## config.mk

```make
export PLATFORM = sky130hd
export DESIGN_NAME = camera_frame_nibble_receiver
export DESIGN_NICKNAME = d
export VERILOG_FILES = /design/src/cfnr_pkg.sv /design/src/cfnr_front.sv /design/src/cfnr_queue.sv /design/src/cfnr_back.sv /design/src/camera_frame_nibble_receiver.sv
export SDC_FILE = /design/constraint.sdc
export NUM_CORES = 1
export LEC_CHECK = 0
export BUFFER_PORTS_ARGS = -buffer_cell sky130_fd_sc_hd__buf_4
export CELL_PAD_IN_SITES_DETAIL_PLACEMENT = 1
export CELL_PAD_IN_SITES_GLOBAL_PLACEMENT = 1
export CORE_MARGIN = 1.5
export CORE_UTILIZATION = 36
export DETAILED_ROUTE_END_ITERATION = 10
export PLACE_DENSITY_LB_ADDON = 0.3
export SLEW_MARGIN = 5
export SYNTH_ARGS = -nofsm -noshare
export SYNTH_HDL_FRONTEND = slang
export SYNTH_SLANG_ARGS = --single-unit
```

## constraint.sdc

```tcl
create_clock -name clock -period 3.4 [get_ports clock]
set_input_delay 0.34 -clock clock [delete_from_list [all_inputs] [get_ports clock]]
set_output_delay 0.34 -clock clock [all_outputs]
set_load 0.01 [all_outputs]
```

## src/cfnr_pkg.sv

```systemverilog
`timescale 1ns / 1ps

package cfnr_pkg;

   localparam int COUNT_BITS = 19;
   localparam int CSR_DATA_BITS = COUNT_BITS;
   localparam int CSR_INDEX_BITS = 1;
   localparam int QUEUE_DEPTH = 2;
   localparam int QUEUE_PTR_BITS = 1;
   localparam int QUEUE_CNT_BITS = 2;

   localparam logic [CSR_INDEX_BITS-1:0] CSR_BIDIR_MODE = 1'd0;
   localparam logic [CSR_INDEX_BITS-1:0] CSR_TRANSFER_COUNT = 1'd1;

   localparam logic [COUNT_BITS-1:0] TRANSFER_COUNT_RESET = COUNT_BITS'(57600);

   localparam logic [7:0] PAD_BYTE = 8'h7e;
   localparam logic [7:0] EOF_BYTE0 = 8'h0e;
   localparam logic [7:0] EOF_BYTE1 = 8'h00;
   localparam logic [7:0] EOF_BYTE2 = 8'h0f;

   typedef enum logic [1:0] {
      ST_IDLE = 2'd0,
      ST_RECV = 2'd1,
      ST_DONE = 2'd2,
      ST_FAIL = 2'd3
   } stage_type;

   typedef struct packed {
      logic       command;
      logic [7:0] port_data;
      logic [7:0] port_status;
   } req_type;

   typedef struct packed {
      logic       ack_level;
      logic [1:0] byte_count;
      logic [7:0] byte_first;
      logic [7:0] byte_second;
      logic [7:0] byte_third;
      logic [1:0] frame_status;
   } rsp_type;

   // classified word passed from front to back
   typedef struct packed {
      logic       start;
      logic       nib_ready;
      logic       bid_ready;
      logic [7:0] port_data;
      logic [7:0] port_status;
   } work_type;

   typedef struct packed {
      logic bidir_mode;
      logic [COUNT_BITS-1:0] transfer_count;
   } cfg_type;

   function automatic stage_type marker_check(input logic [7:0] b0, input logic [7:0] b1,
                                              input logic [7:0] b2);
      return (b0 == EOF_BYTE0 && b1 == EOF_BYTE1 && b2 == EOF_BYTE2) ? ST_DONE : ST_FAIL;
   endfunction

endpackage

```

## src/cfnr_front.sv

```systemverilog
`timescale 1ns / 1ps

module cfnr_front (
   input  cfnr_pkg::req_type  req_item,
   output cfnr_pkg::work_type work
);

   always_comb begin
      work.start       = req_item.command;
      work.nib_ready   = req_item.port_status[3];
      work.bid_ready   = req_item.port_data[0];
      work.port_data   = req_item.port_data;
      work.port_status = req_item.port_status;
   end

endmodule

```

## src/cfnr_queue.sv

```systemverilog
`timescale 1ns / 1ps

module cfnr_queue (
   input  logic               clock,
   input  logic               reset,
   input  logic               push,
   input  cfnr_pkg::work_type push_word,
   output logic               full,
   input  logic               pop,
   output logic               not_empty,
   output cfnr_pkg::work_type pop_word
);

   cfnr_pkg::work_type                  mem_ff [cfnr_pkg::QUEUE_DEPTH];
   logic [cfnr_pkg::QUEUE_PTR_BITS-1:0] wr_ptr_ff, wr_ptr_in;
   logic [cfnr_pkg::QUEUE_PTR_BITS-1:0] rd_ptr_ff, rd_ptr_in;
   logic [cfnr_pkg::QUEUE_CNT_BITS-1:0] cnt_ff, cnt_in;
   logic                                do_push, do_pop;

   assign full      = (cnt_ff == cfnr_pkg::QUEUE_CNT_BITS'(cfnr_pkg::QUEUE_DEPTH));
   assign not_empty = (cnt_ff != '0);
   assign do_push   = push && !full;
   assign do_pop    = pop && not_empty;
   assign pop_word  = mem_ff[rd_ptr_ff];

   always_comb begin
      wr_ptr_in = do_push ? wr_ptr_ff + 1'b1 : wr_ptr_ff;
      rd_ptr_in = do_pop ? rd_ptr_ff + 1'b1 : rd_ptr_ff;
      cnt_in    = cnt_ff;
      if (do_push && !do_pop) begin
         cnt_in = cnt_ff + 1'b1;
      end else if (do_pop && !do_push) begin
         cnt_in = cnt_ff - 1'b1;
      end
   end

   always_ff @(posedge clock) begin
      if (reset) begin
         wr_ptr_ff <= '0;
         rd_ptr_ff <= '0;
         cnt_ff    <= '0;
      end else begin
         wr_ptr_ff <= wr_ptr_in;
         rd_ptr_ff <= rd_ptr_in;
         cnt_ff    <= cnt_in;
      end
   end

   always_ff @(posedge clock) begin
      if (do_push) begin
         mem_ff[wr_ptr_ff] <= push_word;
      end
   end

endmodule

```

## src/cfnr_back.sv

```systemverilog
`timescale 1ns / 1ps

module cfnr_back (
   input  logic               clock,
   input  logic               reset,
   input  cfnr_pkg::cfg_type  cfg,
   input  logic               work_valid,
   input  cfnr_pkg::work_type work,
   output logic               work_pop,
   output logic               rsp_valid,
   input  logic               rsp_stall,
   output cfnr_pkg::rsp_type  rsp_item
);

   cfnr_pkg::stage_type             stage_ff, stage_in;
   logic                            second_half_ff, second_half_in;
   logic                            ack_ff, ack_in;
   logic [cfnr_pkg::COUNT_BITS-1:0] left_ff, left_in;
   logic [11:0]                     held_ff, held_in;
   logic [15:0]                     tail_ff, tail_in;
   logic [1:0]                      tail_idx_ff, tail_idx_in;
   logic                            rsp_valid_ff, rsp_valid_in;
   cfnr_pkg::rsp_type               rsp_ff, rsp_in;

   logic       step;
   logic       ready_now;
   logic       take_first;
   logic       complete;
   logic       pixel;
   logic [7:0] b0, b1, b2;
   logic [4:0] hi2;

   assign work_pop  = work_valid && (!rsp_valid_ff || !rsp_stall);
   assign step      = work_pop && !work.start && (stage_ff == cfnr_pkg::ST_RECV);
   assign ready_now = cfg.bidir_mode ? work.bid_ready : work.nib_ready;
   assign take_first = step && !second_half_ff && ready_now;
   assign complete  = step && second_half_ff && !ready_now;
   assign pixel     = complete && (left_ff != '0);
   assign hi2       = work.port_status[7:3] ^ 5'h10;

   // assembled bytes for a finishing transfer
   always_comb begin
      if (cfg.bidir_mode) begin
         b0 = {held_ff[7], held_ff[6:0]};
         b1 = {held_ff[11:8], hi2[4:1]};
         b2 = {hi2[0], work.port_data[7:1]};
      end else begin
         b0 = {~held_ff[7], held_ff[6:4], ~work.port_status[7], work.port_status[6:4]};
         b1 = '0;
         b2 = '0;
      end
   end

   // next stage
   always_comb begin
      stage_in = stage_ff;
      if (work_pop && work.start) begin
         stage_in = cfnr_pkg::ST_RECV;
      end else if (complete && !pixel) begin
         if (cfg.bidir_mode) begin
            if (b2 != cfnr_pkg::PAD_BYTE) begin
               stage_in = cfnr_pkg::marker_check(b0, b1, b2);
            end
         end else if (tail_idx_ff != 2'd0 && tail_idx_ff != 2'd1) begin
            stage_in = cfnr_pkg::marker_check(tail_ff[15:8], tail_ff[7:0], b0);
         end
      end
   end

   // datapath and result
   always_comb begin
      second_half_in = second_half_ff;
      ack_in         = ack_ff;
      left_in        = left_ff;
      held_in        = held_ff;
      tail_in        = tail_ff;
      tail_idx_in    = tail_idx_ff;
      if (work_pop && work.start) begin
         second_half_in = 1'b0;
         ack_in         = 1'b0;
         left_in        = cfg.transfer_count;
         held_in        = '0;
         tail_in        = '0;
         tail_idx_in    = '0;
      end else if (take_first) begin
         held_in = cfg.bidir_mode ? {hi2, work.port_data[7:1]}
                                  : {4'h0, work.port_status[7:4], 4'h0};
         ack_in         = 1'b1;
         second_half_in = 1'b1;
      end else if (complete) begin
         ack_in         = 1'b0;
         second_half_in = 1'b0;
         if (pixel) begin
            left_in = left_ff - 1'b1;
         end else if (!cfg.bidir_mode) begin
            case (tail_idx_ff)
               2'd0: begin
                  if (b0 != cfnr_pkg::PAD_BYTE) begin
                     tail_in     = {b0, 8'h00};
                     tail_idx_in = 2'd1;
                  end
               end
               2'd1: begin
                  tail_in     = {tail_ff[15:8], b0};
                  tail_idx_in = 2'd2;
               end
               default: tail_idx_in = 2'd0;
            endcase
         end
      end

      rsp_valid_in = rsp_valid_ff;
      rsp_in       = rsp_ff;
      if (work_pop) begin
         rsp_valid_in          = 1'b1;
         rsp_in.ack_level      = ack_in;
         rsp_in.byte_count     = pixel ? (cfg.bidir_mode ? 2'd3 : 2'd1) : 2'd0;
         rsp_in.byte_first     = pixel ? b0 : 8'h00;
         rsp_in.byte_second    = pixel ? b1 : 8'h00;
         rsp_in.byte_third     = pixel ? b2 : 8'h00;
         rsp_in.frame_status   = stage_in;
      end else if (!rsp_stall) begin
         rsp_valid_in = 1'b0;
      end
   end

   always_ff @(posedge clock) begin
      if (reset) begin
         stage_ff       <= cfnr_pkg::ST_IDLE;
         second_half_ff <= 1'b0;
         ack_ff         <= 1'b1;
         left_ff        <= '0;
         held_ff        <= '0;
         tail_ff        <= '0;
         tail_idx_ff    <= '0;
         rsp_valid_ff   <= 1'b0;
      end else begin
         stage_ff       <= stage_in;
         second_half_ff <= second_half_in;
         ack_ff         <= ack_in;
         left_ff        <= left_in;
         held_ff        <= held_in;
         tail_ff        <= tail_in;
         tail_idx_ff    <= tail_idx_in;
         rsp_valid_ff   <= rsp_valid_in;
      end
   end

   always_ff @(posedge clock) begin
      rsp_ff <= rsp_in;
   end

   assign rsp_valid = rsp_valid_ff;
   assign rsp_item  = rsp_ff;

endmodule

```

## src/camera_frame_nibble_receiver.sv

```systemverilog
`timescale 1ns / 1ps

// Host-side frame readout receiver for a camera on a parallel port. Each req_ word is
// either a start command or one sample of the port data and status lines; every word
// returns exactly one rsp_ word carrying the acknowledge level to drive, up to three
// assembled frame bytes and the frame status. The block sustains one word per clock
// when nothing stalls; the back end updates the handshake state as it pops a sample,
// and a two-entry queue plus the output register let the input and result sides stall
// independently. An accepted word passes through the queue, then the output register.
// bidir_mode is read on every sample; transfer_count is latched at a start command.

module camera_frame_nibble_receiver (
   input  logic                                clock,
   input  logic                                reset,
   input  logic                                req_valid,
   output logic                                req_stall,
   input  cfnr_pkg::req_type                   req_item,
   output logic                                rsp_valid,
   input  logic                                rsp_stall,
   output cfnr_pkg::rsp_type                   rsp_item,
   input  logic                                csr_wr_en,
   input  logic [cfnr_pkg::CSR_INDEX_BITS-1:0] csr_index,
   input  logic [cfnr_pkg::CSR_DATA_BITS-1:0]  csr_data
);

   cfnr_pkg::cfg_type  cfg_ff, cfg_in;
   cfnr_pkg::work_type front_word;
   cfnr_pkg::work_type queue_word;
   logic               queue_full;
   logic               queue_has;
   logic               queue_pop;

   always_comb begin
      cfg_in = cfg_ff;
      if (csr_wr_en) begin
         unique case (csr_index)
            cfnr_pkg::CSR_BIDIR_MODE:     cfg_in.bidir_mode = csr_data[0];
            cfnr_pkg::CSR_TRANSFER_COUNT: cfg_in.transfer_count = csr_data[cfnr_pkg::COUNT_BITS-1:0];
            default: ;
         endcase
      end
   end

   always_ff @(posedge clock) begin
      if (reset) begin
         cfg_ff.bidir_mode     <= 1'b0;
         cfg_ff.transfer_count <= cfnr_pkg::TRANSFER_COUNT_RESET;
      end else begin
         cfg_ff <= cfg_in;
      end
   end

   assign req_stall = queue_full;

   cfnr_front u_front (
      .req_item (req_item),
      .work     (front_word)
   );

   cfnr_queue u_queue (
      .clock     (clock),
      .reset     (reset),
      .push      (req_valid),
      .push_word (front_word),
      .full      (queue_full),
      .pop       (queue_pop),
      .not_empty (queue_has),
      .pop_word  (queue_word)
   );

   cfnr_back u_back (
      .clock      (clock),
      .reset      (reset),
      .cfg        (cfg_ff),
      .work_valid (queue_has),
      .work       (queue_word),
      .work_pop   (queue_pop),
      .rsp_valid  (rsp_valid),
      .rsp_stall  (rsp_stall),
      .rsp_item   (rsp_item)
   );

endmodule
```

==> flow_metrics.env <==
export IMPL_start_util_pct=37.2
export IMPL_tns_ps=0
export IMPL_die_h_um=129
export IMPL_clk_pin_slew_ps=60
export IMPL_yosysWarnings=0
export IMPL_worstSetupStartpointType="register"
export IMPL_p_leak_uw=0.00267
export IMPL_grt_pass1_wl_mm=23.4
export IMPL_timing_slew_headroom_pct=54.2
export IMPL_cts_buffers=17
export IMPL_hold_violations=0
export IMPL_cts_resized=0
export IMPL_fin_worst_skew_ps=8.29
export IMPL_ys_types=61
export IMPL_fin_cells=849
export IMPL_synth_area_leaders="edfxtp_1 30%, dfxtp_1 28%, nor2_1 4.9%"
export IMPL_drtPass1Iterations=4
export IMPL_synth_largest_area_cell="edfxtp_1"
export IMPL_crit_required_ps=3750
export IMPL_max_clock_freq_mhz=347
export IMPL_final_area_um2=7070
export IMPL_core_area_um2=15300
export IMPL_crit_arrival_ps=3230
export IMPL_seq_area_um2=3290
export IMPL_syn_to_final_growth_pct=24.2
export IMPL_synthCells=555
export IMPL_utilization_pct=46.2
export IMPL_cts_tree="yes"
export IMPL_placed_cells=817
export IMPL_drt_total_wl_mm=14.5
export IMPL_ios=73
export IMPL_hold_path_class="primary input to register"
export IMPL_cts_sinks=136
export IMPL_syn_avg_cell_area_um2=10.3
export IMPL_final_cell_mix="80 x buf_4, 79 x dfxtp_1, 75 x nor2_1"
export IMPL_tightest_slew_ps=687
export IMPL_n_antenna_cell=0
export IMPL_fill_cells=1724
export IMPL_syn_nets=600
export IMPL_num_vias=4445
export IMPL_synth_seq_area_share_pct=57.8
export IMPL_drtIter0Drc=287
export IMPL_grt_max_degree=50
export IMPL_grt_total_usage_pct=18.5
export IMPL_fin_nets=670
export IMPL_dieArea_um2=16600
export IMPL_critPathSlowestCell="mux4_2"
export IMPL_slowest_delay_ps=620
export IMPL_synth_edf_count=57
export IMPL_path_cells="mux4_2 > nor4_4 > o21ai_2 > inv_2 > nand3_1 > or3_1 > a31oi_1"
export IMPL_synthDominantCellAreaShare_pct=30.1
export IMPL_port_buffers=69
export IMPL_grt_pass1_vias=4563
export IMPL_drc=0
export IMPL_post_route_min_period_ps=2880
export IMPL_rows=45
export IMPL_hold_buffers=0
export IMPL_drv_slew=0
export IMPL_worstSetupPathType="register to register"
export IMPL_final_common_cell="buf_4"
export IMPL_cts_setup_buffers=0
export IMPL_endpoint_kind="register"
export IMPL_gr_total_overflow=0
export IMPL_rsz0062_at_grt="no"
export IMPL_async_flop_share_pct=0
export IMPL_vias_per_cell=5.24
export IMPL_die_w_um=129
export IMPL_setup_viol_count_final=0
export IMPL_synthFlopType="dfxtp_1"
export IMPL_clockRootBuffer="clkbuf_16"
export IMPL_multiInputGateArea_um2=2230
export IMPL_synthesis_area_um2=5690
export IMPL_fin_ws_ps=521
export IMPL_finalCritPeriodShare_pct=84.7
export IMPL_cts_max_level=4
export IMPL_drive_above_1_share_pct=20.8
export IMPL_antenna_found_initial=0
export IMPL_dpl_cell_area_um2=6440
export IMPL_place_hpwl_mm=9.98
export IMPL_ant_nets=0
export IMPL_routabilityCongestion=0.788
export IMPL_powerDensity_nw_per_um2=785
export IMPL_ir_drop_mv=0.412
export IMPL_maxCapViolations=0
export IMPL_clkLatencyLatePin_ps=420
export IMPL_wl_per_cell_um=17.1
export IMPL_synth_seq_cells=136
export IMPL_dp_worst_setup_slack_ps=485
export IMPL_cp_max_fo=20
export IMPL_status="complete, no violations"
export IMPL_clockBufferDepth=2
layer usage:
metal  share of wire [%]  wire length (µm)  track usage (%)  vias to the layer above
li1                    -                 -                -                     2146
met1                  45              6520             22.4                     2194
met2                  49              7100             31.7                       86
met3                 3.9               561             3.83                       19
met4                 2.3               334             8.39                        0
met5                   0                 0                0                        -
metrics by stage:
stage	hold WS, ps	power, µW
2_1_floorplan	435	3070
3_3_place_gp	449	3580
3_5_place_dp	452	3640
4_1_cts	91.7	5610
5_1_grt	95.6	5810
6_report	102	5550
sequential cells by signal (all words and copies together) (netlist names), named ones only:
name and cells:
u_queue.mem_ff 28, u_back.stage_ff 2, cfg_ff 20, u_queue.rd_ptr_ff 1, u_back.rsp_valid 1, u_back.ack_ff 1
u_queue.wr_ptr_ff 1, u_back.second_half_ff 1, u_queue.cnt_ff 2, u_back.tail_idx_ff 2, u_back.left_ff 19, u_back.held_ff 12
u_back.tail_ff 16, u_back.rsp_item 29
kinds of logic after synthesis:
| family | count (synthesis) | synth area share, % |
|---|---|---|
| flip-flops | 136 | 57.8 |
| AO/OA/AOI/OAI | 108 | 12.5 |
| multiplexers | 26 | 5.01 |
| AND/OR/NAND/NOR | 233 | 20.0 |
| buffers and inverters | 42 | 2.97 |
| adder cells (fa/ha/maj) | 3 | 0.659 |
| XOR/XNOR | 7 | 1.08 |
worst paths after layout:
| check | cells after the start | end | slack, ps | from |
|---|---|---|---|---|
| max | 7 | u_back.left_ff[15] | 520 | register |
| min | 1 | u_queue.mem_ff[1][11] | 100 | req_item[11] |
| max reg2reg | 7 | u_back.left_ff[15] | 520 | register |
| min reg2reg | 2 | cfg_ff[6] | 460 | cfg_ff[6] |
final cells by class:
| class | count | area share (%) |
|---|---|---|
| Sequential cell | 136 | 46.6 |
| Clock inverter | 11 | 2.00 |
| Timing Repair Buffer | 80 | 8.49 |
| Inverter | 13 | 0.690 |
| Clock buffer | 21 | 6.95 |
| Tap cell | 211 | 3.73 |
| Multi-Input combinational cell | 377 | 31.6 |
power by group:
group          switching [µW]  internal [µW]
sequential                172           2040
clock                     696           1250
combinational             860            535
total                    1730           3820
synth_stat cells, types with 3 or more instances:
| cell | n |
|---|---|
| ha_1 | 3 |
| and2_1 | 7 |
| mux2_2 | 10 |
| a31oi_1 | 6 |
| or3_1 | 5 |
| inv_1 | 12 |
| nand2_1 | 69 |
| nand3_1 | 7 |
| clkbuf_1 | 23 |
| edfxtp_1 | 57 |
| a211oi_1 | 5 |
| nor3_1 | 16 |
| a32oi_1 | 3 |
| and3_1 | 10 |
| buf_2 | 3 |
| a22o_1 | 8 |
| mux2i_1 | 15 |
| nor2_1 | 75 |
| nand4_1 | 5 |
| nand2b_1 | 8 |
| nor4_1 | 6 |
| nand3b_1 | 5 |
| o311ai_1 | 3 |
| o21ai_0 | 9 |
| nor2b_1 | 5 |
| a21oi_1 | 46 |
| o211ai_1 | 9 |
| xor2_1 | 5 |
| dfxtp_1 | 79 |
critical path: cells and delay by family, from the launching register on:
family | cells | cell delay [ps]
AND/OR/NAND/NOR | 3 | 990
buffers and inverters | 1 | 320
AO/OA/AOI/OAI | 2 | 300
flip-flops | 1 | 570
multiplexers | 1 | 620
Note: power is estimated with default switching activity, not from simulation.
